**config.mk**
```make
export PLATFORM = sky130hd
export DESIGN_NAME = rsput_ctrl
export DESIGN_NICKNAME = d
export VERILOG_FILES = /design/src/rsput_pkg.sv /design/src/rsput_ctrl.sv
export SDC_FILE = /design/constraint.sdc
export NUM_CORES = 1
export LEC_CHECK = 0
export ABC_AREA = 1
export BUFFER_PORTS_ARGS = -buffer_cell sky130_fd_sc_hd__buf_2
export CELL_PAD_IN_SITES_DETAIL_PLACEMENT = 2
export CELL_PAD_IN_SITES_GLOBAL_PLACEMENT = 2
export CORE_ASPECT_RATIO = 1.25
export CORE_MARGIN = 5
export CORE_UTILIZATION = 26
export CTS_CLUSTER_SIZE = 10
export DETAILED_ROUTE_END_ITERATION = 10
export PLACE_DENSITY_LB_ADDON = 0.1
export SYNTH_ARGS = -nofsm -noshare
export SYNTH_HDL_FRONTEND = slang
export SYNTH_SLANG_ARGS = --single-unit
```
**constraint.sdc**
```tcl
create_clock -name clk -period 1.2 [get_ports clk]
set_input_delay 0.06 -clock clk [delete_from_list [all_inputs] [get_ports clk]]
set_output_delay 0.06 -clock clk [all_outputs]
set_load 0.02 [all_outputs]
```
**src/rsput_pkg.sv**
```systemverilog
// Shared types and constants for the range-sum / point-update tree.
// Used by rsput_ctrl, rsput_dp and the top level; no dependencies.
`default_nettype none

package rsput_pkg;

	localparam int IDX_W = 10;   // index field width
	localparam int LEN_W = 11;   // active_length register width
	localparam int VAL_W = 32;   // value and sum width

	typedef enum logic {
		OP_SET = 1'b0,
		OP_SUM = 1'b1
	} op_t;

	typedef enum logic {
		ST_OK     = 1'b0,
		ST_REJECT = 1'b1
	} status_code_t;

	// controller -> datapath
	typedef struct packed {
		logic load;       // capture accepted transaction, seed pointers
		logic clr_step;   // write one zero during the post-reset sweep
		logic set_rd;     // read node on the update path
		logic set_wr;     // write node on the update path, step up
		logic q_left;     // query: left boundary step
		logic q_right;    // query: right boundary step, move up a level
		logic res_load;   // load the output register
	} cmd_t;

	// datapath -> controller
	typedef struct packed {
		logic clr_done;   // last entry of the sweep being written
		logic item_ok;    // captured transaction passes the range check
		logic is_query;   // captured transaction is a range sum
		logic path_done;  // update has reached the root
		logic span_empty; // query boundaries have met
	} stat_t;

endpackage

`default_nettype wire

```
**src/rsput_ctrl.sv**
```systemverilog
// Sequencer for the tree: clear sweep, update path walk, query boundary walk.
// Depends on rsput_pkg; commands rsput_dp.
`default_nettype none

module rsput_ctrl (
	input  wire                    clk,
	input  wire                    arst_n,
	input  wire                    in_valid,
	output logic                   in_ready,
	output logic                   out_valid,
	input  wire                    out_ready,
	input  wire rsput_pkg::stat_t  stat,
	output rsput_pkg::cmd_t        cmd
);
	import rsput_pkg::*;

	typedef enum logic [7:0] {
		S_CLEAR  = 8'b0000_0001,
		S_IDLE   = 8'b0000_0010,
		S_CHECK  = 8'b0000_0100,
		S_SET_RD = 8'b0000_1000,
		S_SET_WR = 8'b0001_0000,
		S_Q_L    = 8'b0010_0000,
		S_Q_R    = 8'b0100_0000,
		S_DONE   = 8'b1000_0000
	} state_t;

	state_t state_q;
	state_t state_d;
	logic   out_valid_q;
	logic   out_free;

	assign in_ready  = (state_q == S_IDLE);
	assign out_valid = out_valid_q;
	assign out_free  = !out_valid_q || out_ready;

	always_comb begin
		state_d = state_q;
		cmd     = '0;
		case (state_q)
			S_CLEAR: begin
				cmd.clr_step = 1'b1;
				if (stat.clr_done) begin
					state_d = S_IDLE;
				end
			end
			S_IDLE: begin
				if (in_valid) begin
					cmd.load = 1'b1;
					state_d  = S_CHECK;
				end
			end
			S_CHECK: begin
				if (!stat.item_ok) begin
					state_d = S_DONE;
				end else if (stat.is_query) begin
					state_d = S_Q_L;
				end else begin
					state_d = S_SET_RD;
				end
			end
			S_SET_RD: begin
				cmd.set_rd = 1'b1;
				state_d    = S_SET_WR;
			end
			S_SET_WR: begin
				cmd.set_wr = 1'b1;
				state_d    = stat.path_done ? S_DONE : S_SET_RD;
			end
			S_Q_L: begin
				if (stat.span_empty) begin
					state_d = S_DONE;
				end else begin
					cmd.q_left = 1'b1;
					state_d    = S_Q_R;
				end
			end
			S_Q_R: begin
				cmd.q_right = 1'b1;
				state_d     = S_Q_L;
			end
			S_DONE: begin
				if (out_free) begin
					cmd.res_load = 1'b1;
					state_d      = S_IDLE;
				end
			end
			default: begin
				state_d = S_IDLE;
			end
		endcase
	end

	always_ff @(posedge clk or negedge arst_n) begin
		if (!arst_n) begin
			state_q     <= S_CLEAR;
			out_valid_q <= 1'b0;
		end else begin
			state_q <= state_d;
			if (cmd.res_load) begin
				out_valid_q <= 1'b1;
			end else if (out_ready) begin
				out_valid_q <= 1'b0;
			end
		end
	end

endmodule

`default_nettype wire

```
==> results.md, run 1 <==
* Status: did not finish
* Halt Stage: global routing
* Log Error: [ERROR DPL-0033] detailed placement checks failed during check placement.
* Placed Cells at 135
* Largest net degree at the start of global routing at 10
* Mean Syn Cell Area at 7.25 µm²
* Sequential element share of the synthesized area at 37.6%
* Clock root buffer: clkbuf_4
* Maximum root-to-sink buffer count at 2
* Synth cell types at 18
* CTS Sinks at 9
* DIE WIDTH at 53.0 µm
* Setup WS pre-CTS at -0.0969 ns
* Final Wtd Congestion at 0.718
* Initial antenna violation count at 0
* Num CTS Buffers at 3
* Yosys top cell area share at 33.3%
* Yosys top cell by area: dfrtp_1
* Classification of the worst endpoint: top-level output
* Dpl hpwl at 1550 µm
* Net count after synthesis at 92
* Synth Register Bits at 9
* Area contributors post-synth: dfrtp_1 (33%), nor2_2 (11%), inv_1 (9.4%)
* Htree depth at 1
* Cells after synthesis at 83
* Die height at 63.8 µm
* Yosys warns at 0
* Grt repair worst endpoint: cmd[6]
* I/O Buffers at 17
* Synth Cell Area at 602 µm²
* Row count at 19
* Initial core utilization at 27.2%
* I/O pins at 18
Yosys cell counts:
library cell,number
inv_1,15
nand2_1,14
nor2_1,14
nor2_2,11
dfrtp_1,8
nand3_1,4
inv_2,2
nand2_4,2
nand3_2,2
nor2_4,2
nor3_1,2
a21oi_1,1
dfstp_2,1
nand3b_1,1
nand4_1,1
o21ai_0,1
o21bai_2,1
o31ai_1,1
through the flow:
| stage | TNS (ns) | util [%] | instance area, µm² |
|---|---|---|---|
| after CTS | -2.06 | 49.9 | 1100 |
| after detailed placement | -0.420 | 35.0 | 773 |
| after global placement | -0.256 | 35.0 | 773 |
| after floorplan | -0.0265 | - | 619 |
kinds of logic after synthesis:
family	Yosys count	share of synthesized area (%)
buffers and inverters	17	10.6
AND/OR/NAND/NOR	53	47.0
AO/OA/AOI/OAI	4	4.78
flip-flops	9	37.6
what timing repair did:
item	4_1_cts
pin swaps	14
hold buffers	1
setup buffers	17
hold endpoints to repair	9
resized for setup	43
endpoints found under the setup margin	13
==> inputs of run 2 (changes only) <==
==> config.mk (replaced) <==
export PLATFORM = sky130hd
export DESIGN_NAME = rsput_ctrl
export DESIGN_NICKNAME = d
export VERILOG_FILES = /design/src/rsput_pkg.sv /design/src/rsput_ctrl.sv
export SDC_FILE = /design/constraint.sdc
export NUM_CORES = 1
export LEC_CHECK = 0
export ABC_AREA = 1
export BUFFER_PORTS_ARGS = -buffer_cell sky130_fd_sc_hd__buf_2
export CORE_AREA = 5 5 66 68
export DETAILED_ROUTE_END_ITERATION = 10
export DIE_AREA = 0 0 71 73
export PLACE_DENSITY_LB_ADDON = 0.15
export SYNTH_ARGS = -nofsm -noshare
export SYNTH_HDL_FRONTEND = slang
export SYNTH_SLANG_ARGS = --single-unit
==> results.md, run 2 <==
* Design Power at 2.02 mW
* Area contributors post-synth: dfrtp_1 (33%), nor2_2 (11%), inv_1 (9.4%)
* I/O pins at 18
* Switching share of power at 40.1%
* WP data required at 1.14 ns
* Net Switching at 0.810 mW
* Initial core utilization at 15.8%
* Relative slew margins at 83.9%
* Cells after synthesis at 83
* Clock network fraction of design power at 18.0%
* CTS tree: done
* Worst hold stages at 2
* Crit path arrival time at 1.33 ns
* Reg2Reg Depth at 9
* Dpl hpwl at 1360 µm
* Reg clk slew, reported paths at 0.05 ns
* Gr usage total at 7.10%
* Routed WL per cell at 10.4 µm
* CTS Sinks at 9
* Max FFs per register at 8
* Drt first pass iters at 4
* P per Cell Area at 1870 nW/µm²
* Synth async-reset ratio at 100%
* Final std cells w/o fill at 170
* Synth Cell Area at 602 µm²
* Synthesis-to-layout area growth at 79.6%
* R2r endpoint: state_q[1]$_DFFE_PN0P_
* Status: finished with violations
* Startpoint Class: flip-flop
* Flop pwr share at 20.9%
* R2R Setup Slk at -0.14 ns
* Final worst-path setup slack at -0.189 ns
* # setup viols final at 9
* Yosys top cell by area: dfrtp_1
* Gate power share at 61.1%
* Yosys top cell area share at 33.3%
* I/O Buffers at 17
* Num CTS Buffers at 3
* Most frequent cell after synthesis: inv_1
* Synth cell types at 18
* Setup repair after global routing missed its margin: true
* Largest net degree at the start of global routing at 10
* Pleak at 0.529 nW
* Number of synthesized flops with an enable pin at 0
* DIE AREA at 5180 µm²
* Worst Max-Slew Pin Slew at 0.241 ns
* Placed Cells at 154
* Worst Hold Class: in2reg
* First-pass GRT wire length at 2780 µm
* Timing-limited maximum frequency at 720 MHz
* Net count after synthesis at 92
* Layout filler cell count at 430
* Htree depth at 1
* Total gr overflow at 0
* DRT iter0 DRCs at 13
* Worst vdd rail ir drop at 0.403 mV
* Layout cells sized above 1 at 63.3%
* Core outline area at 3800 µm²
* Vias in the first global route at 629
* Fin. Hold Viols at 0
* Hold path endpoint: state_q[6]$_DFFE_PN0P_
* Commonest cells post-synth: inv_1 (15), nand2_1 (14), nor2_1 (14)
* Commonest non-fill, non-tap cell in the layout: inv_1
* Nature of the critical path endpoint: output pin
* Commonest cells after routing, fill and taps aside: inv_1 (13), buf_4 (12), nor2_2 (11)
* Routed Antenna Nets at 0
* Vias at 627
* DRC viols at 0
* Antenna diodes at 0
* Sequential element share of the synthesized area at 37.6%
* Vias per cell at 3.69
* Clock root buffer: clkbuf_8
* Max Slew Vio Count at 0
* Hold path start: stat[0]
* Final Wtd Congestion at 0.761
* Max Cap Viol at 0
* Nets@finish at 130
* Initial antenna violation count at 0
* Total Wirelength at 1770 µm
* Maximum root-to-sink buffer count at 2
* Final period util at 116%
* Clock skew at 0.000510 ns
* Worst-skew pair later-pin latency at 0.23 ns
* DIE WIDTH at 71 µm
* Row count at 23
* Synth Register Bits at 9
* Die height at 73 µm
* Critical R2R Launch: state_q[2]$_DFFE_PN0P_
* Yosys warns at 0
* Internal Power at 1.21 mW
* Final core utilization at 28.5%
* Setup TNS at -1.28 ns
* Top FF cell, synth: dfrtp_1
* Mean Syn Cell Area at 7.25 µm²
* CP Max Fanout at 6
* Failing checks: negative setup slack
* Crit path kind: reg2out
* Biggest register: state_q
* Min Tclk post-route at 1.39 ns
-- run 2: worst max-delay path: stages (launching register included) --
cell and delay, ns:
dfrtp_1 0.41, nor2_4 0.16, nand2_4 0.12, buf_12 0.15, nor2_4 0.11, buf_6 0.14
-- run 2: power groups by stage --
stage | clock network (mW) | registers, mW | logic [mW]
after floorplan | 0 | 0.423 | 0.545
after global placement | 0 | 0.419 | 0.812
after detailed placement | 0 | 0.417 | 0.799
after CTS | 0.377 | 0.424 | 0.989
after global routing | 0.394 | 0.430 | 1.32
final | 0.364 | 0.423 | 1.23
-- run 2: how the worst max path moves through the flow --
stage,from,endpoint,slack [ns],cells past startpoint
2_1_floorplan,state_q[4]$_DFFE_PN0P_,cmd[6],-0.02,5
3_3_place_gp,state_q[4]$_DFFE_PN0P_,cmd[6],-0.1,6
3_5_place_dp,state_q[4]$_DFFE_PN0P_,cmd[6],-0.07,6
4_1_cts,state_q[5]$_DFFE_PN0P_,cmd[6],-0.19,6
5_1_grt,state_q[3]$_DFFE_PN0P_,cmd[6],-0.25,6
6_report,state_q[1]$_DFFE_PN0P_,cmd[3],-0.19,5
-- run 2: cells by family after synthesis --
group,share of synthesized area [%]
flops,37.6
simple gates,47.0
buf+inv,10.6
compound gates,4.78
-- run 2: cell type report --
type / instances / area [µm²] / share of cell area [%]
Timing Repair Buffer: 33 / 278 / 25.7
Inverter: 17 / 63.8 / 5.90
Tap cell: 50 / 62.6 / 5.79
Sequential cell: 9 / 228 / 21.1
Multi-Input combinational cell: 57 / 404 / 37.4
Clock buffer: 4 / 45.0 / 4.17
-- run 2: repair_timing --
action / in CTS / in global routing
resized for setup: 29 / 13
hold buffers: 1 / 0
pin swaps: 9 / 8
endpoints found under the setup margin: 11 / 13
endpoints found under the hold margin: 9 / 0
setup buffers: 4 / 7
-- run 2: metrics by stage --
step           hold slack (ns)  setup slack, ns  cell area (µm²)
6_report                0.0266           -0.189             1080
4_1_cts                 0.0142           -0.187              973
2_1_floorplan           -0.236          -0.0193              619
5_1_grt                 0.0318           -0.247             1080
3_5_place_dp           -0.0605          -0.0706              797
3_3_place_gp           -0.0569          -0.0977              797
-- run 2: per-layer routing --
metal	GRT usage, %	wire (µm)
met1	7.88	743
met2	12.0	919
met3	1.52	58
met4	5.01	44
met5	0	0
Note: power is estimated with default switching activity, not from simulation.
==> inputs of run 3 (changes only) <==
--- a/config.mk
+++ b/config.mk
@@ -11,6 +11,7 @@
 export DETAILED_ROUTE_END_ITERATION = 10
 export DIE_AREA = 0 0 71 73
 export PLACE_DENSITY_LB_ADDON = 0.15
+export SKIP_LAST_GASP = 1
 export SYNTH_ARGS = -nofsm -noshare
 export SYNTH_HDL_FRONTEND = slang
 export SYNTH_SLANG_ARGS = --single-unit
==> results.md, run 3 (same netlist as run 2, synthesis figures left out) <==
* Total Wirelength at 1760 µm
* Worst Hold Class: in2reg
* Final core utilization at 28.2%
* Routed Antenna Nets at 0
* Worst-skew pair later-pin latency at 0.23 ns
* Startpoint Class: flip-flop
* First-pass GRT wire length at 2780 µm
* DIE AREA at 5180 µm²
* Design Power at 2.01 mW
* I/O pins at 18
* DRC viols at 0
* # setup viols final at 9
* Worst Max-Slew Pin Slew at 0.242 ns
* Flop pwr share at 21.0%
* Maximum root-to-sink buffer count at 2
* CP Max Fanout at 6
* Largest net degree at the start of global routing at 10
* Final instance area at 1070 µm²
* Final period util at 116%
* Commonest non-fill, non-tap cell in the layout: inv_1
* Die height at 73 µm
* Clock skew at 0.00124 ns
* Gr usage total at 7.10%
* Crit path kind: reg2out
* Relative slew margins at 83.9%
* P per Cell Area at 1880 nW/µm²
* Pleak at 0.530 nW
* Clock network fraction of design power at 18.1%
* Fin. Hold Viols at 0
* CTS Sinks at 9
* Internal Power at 1.21 mW
* Biggest register: state_q
* Setup TNS at -1.27 ns
* R2r endpoint: state_q[1]$_DFFE_PN0P_
* Net Switching at 0.807 mW
* Timing-limited maximum frequency at 719 MHz
* Reg2Reg Depth at 9
* Reg clk slew, reported paths at 0.05 ns
* Hold path endpoint: state_q[6]$_DFFE_PN0P_
* Switching share of power at 40.1%
* Routed WL per cell at 10.4 µm
* Max Cap Viol at 0
* Total gr overflow at 0
* Setup WS pre-CTS at -0.0706 ns
* Commonest cells after routing, fill and taps aside: inv_1 (13), buf_4 (12), nor2_4 (10), nand2_1 (10), buf_6 (10)
* Dpl hpwl at 1360 µm
* Worst vdd rail ir drop at 0.406 mV
* Status: finished with violations
* Initial antenna violation count at 0
* Max FFs per register at 8
* Failing checks: negative setup slack
* Hold path start: stat[0]
* Hold Slack at 0.0267 ns
* Layout cells sized above 1 at 60.0%
* Htree depth at 1
* I/O Buffers at 17
* Critical R2R Launch: state_q[2]$_DFFE_PN0P_
* Core outline area at 3800 µm²
* Drt first pass iters at 4
* Clock root buffer: clkbuf_8
* DIE WIDTH at 71 µm
* Crit path arrival time at 1.33 ns
* Vias at 634
* Placed Cells at 154
* Worst hold stages at 2
* R2R Setup Slk at -0.14 ns
* Setup repair after global routing missed its margin: true
* Final Wtd Congestion at 0.761
* CTS tree: done
* Initial core utilization at 15.8%
* Max Slew Vio Count at 0
* Vias in the first global route at 629
* DRT iter0 DRCs at 10
* WP data required at 1.14 ns
* Final std cells w/o fill at 170
* Row count at 23
* Layout filler cell count at 429
* Nature of the critical path endpoint: output pin
* Antenna diodes at 0
* Final worst-path setup slack at -0.190 ns
* Synthesis-to-layout area growth at 78.2%
* Gate power share at 60.9%
* Nets@finish at 130
* Min Tclk post-route at 1.39 ns
* Placed cell area at 797 µm²
* Vias per cell at 3.73
* Num CTS Buffers at 3
[run 3: changes by cell type in the layout (fill, tap and decap cells not counted)]
cell | previous run | this run
nand2_2 | 5 | 4
nor2_1 | 6 | 8
dfrtp_2 | 1 | 0
dfrtp_1 | 7 | 8
nand2_1 | 9 | 10
nor2_2 | 11 | 9
[run 3: area by class of cell]
type | instances | area (µm²) | share of cell area, %
repair buffers | 33 | 278 | 25.9
clock buffers | 4 | 45.0 | 4.20
well taps | 50 | 62.6 | 5.83
inverters | 17 | 63.8 | 5.95
multi-input cells | 57 | 397 | 37.0
flip-flops and latches | 9 | 226 | 21.1
[run 3: worst max-delay path, cell delays in order (launching register included)]
cell and delay, ns:
dfrtp_1 0.41, nor2_4 0.16, nand2_4 0.12, buf_12 0.15, nor2_4 0.11, buf_6 0.14
[run 3: repair_timing]
action,CTS,global route
hold buffers,1,0
resized for setup,28,10
pin swaps,8,10
hold endpoints to repair,9,0
setup endpoints to repair,11,13
buffers inserted,4,7
[run 3: layer usage]
metal	track usage, %	wire length (µm)	vias up
li1	-	-	325
met1	7.88	737	295
met2	12.0	924	10
met3	1.52	57	4
met4	5.01	44	0
met5	0	0	-
[run 3: power groups by stage]
stage | Clock, mW | Combinational [mW] | Sequential (mW)
global route | 0.394 | 1.32 | 0.429
global placement | 0 | 0.812 | 0.419
CTS | 0.377 | 0.985 | 0.424
floorplan | 0 | 0.545 | 0.423
finish | 0.365 | 1.23 | 0.422
detailed placement | 0 | 0.799 | 0.417
[run 3: how the worst max path moves through the flow]
| stage | start | endpoint | slack [ns] | cells after the start |
|---|---|---|---|---|
| after floorplan | state_q[4]$_DFFE_PN0P_ | cmd[6] | -0.02 | 5 |
| after global placement | state_q[4]$_DFFE_PN0P_ | cmd[6] | -0.1 | 6 |
| after detailed placement | state_q[4]$_DFFE_PN0P_ | cmd[6] | -0.07 | 6 |
| after CTS | state_q[5]$_DFFE_PN0P_ | cmd[6] | -0.19 | 6 |
| after global routing | state_q[1]$_DFFE_PN0P_ | cmd[0] | -0.26 | 6 |
| final | state_q[1]$_DFFE_PN0P_ | cmd[3] | -0.19 | 5 |
==> inputs of run 4 (changes only) <==
==> constraint.sdc (replaced) <==
create_clock -name clk -period 1.2 [get_ports clk]
set_input_delay 0.24 -clock clk [delete_from_list [all_inputs] [get_ports clk]]
set_output_delay 0.24 -clock clk [all_outputs]
set_load 0.02 [all_outputs]
==> results.md, run 4 (same netlist as run 2, synthesis figures left out) <==
* DIE AREA at 5180 µm²
* Max FFs per register at 8
* Clock root buffer: clkbuf_8
* Min Tclk post-route at 1.55 ns
* Routing usage on met3 at 1.79%
* Final Wtd Congestion at 0.764
* CTS Sinks at 9
* Antenna diodes at 0
* Crit path kind: reg2out
* Commonest cells after routing, fill and taps aside: nor2_4 (16), buf_6 (16), buf_4 (14)
* Met2 usage at 14.1%
* Worst-skew pair later-pin latency at 0.23 ns
* I/O Buffers at 17
* Worst Hold Class: in2reg
* Pleak at 0.584 nW
* Met1 GRT Util at 8.90%
* Initial core utilization at 15.8%
* Setup TNS at -2.78 ns
* Timing-limited maximum frequency at 643 MHz
* Worst vdd rail ir drop at 0.698 mV
* Initial antenna violation count at 0
* CTS tree: done
* Placed cell area at 890 µm²
* Worst Max-Slew Pin Slew at 0.355 ns
* Final period util at 130%
* Layout cells sized above 1 at 70.1%
* DRC viols at 0
* WP data required at 0.96 ns
* Status: finished with violations
* Final instance area at 1210 µm²
* Failing checks: negative setup slack
* Gr usage total at 7.82%
* Placed Cells at 164
* Max Cap Viol at 0
* Num CTS Buffers at 3
* Drt first pass iters at 2
* Crit path arrival time at 1.31 ns
* Total gr overflow at 0
* Synthesis-to-layout area growth at 101%
* Largest net degree at the start of global routing at 10
* DRT iter0 DRCs at 8
* Vias at 669
* Maximum root-to-sink buffer count at 2
* Nature of the critical path endpoint: output pin
* Core outline area at 3800 µm²
* Vias per cell at 3.78
* I/O pins at 18
* Final worst-path setup slack at -0.355 ns
* Total Wirelength at 1860 µm
* P per Cell Area at 1820 nW/µm²
* Die height at 73 µm
* Biggest register: state_q
* Vias in the first global route at 737
* Htree depth at 1
* Reg clk slew, reported paths at 0.05 ns
* GRT Max-Usage Layer: met2
* Clock skew at 0.00172 ns
* Fin. Hold Viols at 0
* Routed Antenna Nets at 0
* Final std cells w/o fill at 177
* CP Max Fanout at 7
* Row count at 23
* # setup viols final at 14
* Max Slew Vio Count at 0
* Routed WL per cell at 10.5 µm
* Hold Slack at 0.206 ns
* First-pass GRT wire length at 3180 µm
* DIE WIDTH at 71 µm
* Setup repair after global routing missed its margin: true
* Dpl hpwl at 1410 µm
* Relative slew margins at 76.3%
* Startpoint Class: flip-flop
* Nets@finish at 137
[run 4: metrics by stage]
step | power [mW] | utilization, % | setup slack (ns)
6_report | 2.20 | 31.8 | -0.355
5_1_grt | 2.35 | 31.8 | -0.440
4_1_cts | 2.03 | 29.2 | -0.354
3_5_place_dp | 1.34 | 23.4 | -0.152
3_3_place_gp | 1.35 | 23.4 | -0.177
2_1_floorplan | 0.987 | - | -0.140
[run 4: final timing paths]
kind,start,to,slack (ns),cells after the start
worst min register to register,out_valid$_DFFE_PN0P_,out_valid$_DFFE_PN0P_,0.56,2
worst max-delay path,state_q[0]$_DFFE_PN1P_,cmd[0],-0.35,6
max in group asynchronous,arst_n,state_q[0]$_DFFE_PN1P_,0.54,2
worst max register to register,state_q[0]$_DFFE_PN1P_,state_q[1]$_DFFE_PN0P_,-0.15,7
min in group asynchronous,arst_n,state_q[7]$_DFFE_PN0P_,0.40,2
worst min-delay path,stat[0],state_q[6]$_DFFE_PN0P_,0.21,2
[run 4: worst max-delay path, cell delays in order, from the launching register on]
cell     delay (ns)
dfstp_2        0.57
nor2_4         0.06
nand2_4        0.15
inv_4          0.06
nand2_4        0.07
nor2_4         0.03
buf_6          0.14
[run 4: area by class of cell]
| type | instances | area [µm²] |
|---|---|---|
| fill | 414 | 2590 |
| multi-input combinational | 57 | 464 |
| timing repair buffer | 40 | 340 |
| sequential | 9 | 228 |
| inverter | 17 | 68.8 |
| tap | 50 | 62.6 |
| clock buffer | 4 | 45.0 |
[run 4: what timing repair did]
| action | 4_1_cts | 5_1_grt |
|---|---|---|
| gates cloned | 0 | 0 |
| hold buffers | 1 | 0 |
| pin swaps | 12 | 20 |
| gates resized for setup | 33 | 30 |
| hold endpoints to repair | 8 | 0 |
| setup endpoints to repair | 13 | 15 |
| buffers inserted | 7 | 4 |
[run 4: where the power goes]
group	total [mW]	switching, mW	leakage (nW)	internal [mW]
clock	0.364	0.131	0.0228	0.233
combinational	1.41	0.729	0.445	0.677
sequential	0.427	0.0628	0.117	0.364
[run 4: metal layers]
layer  part of all wire, %  up-vias
li1                      -      338
met1                    41      321
met2                    56        8
met3                   2.7        2
met4                  0.48        0
met5                     0        -
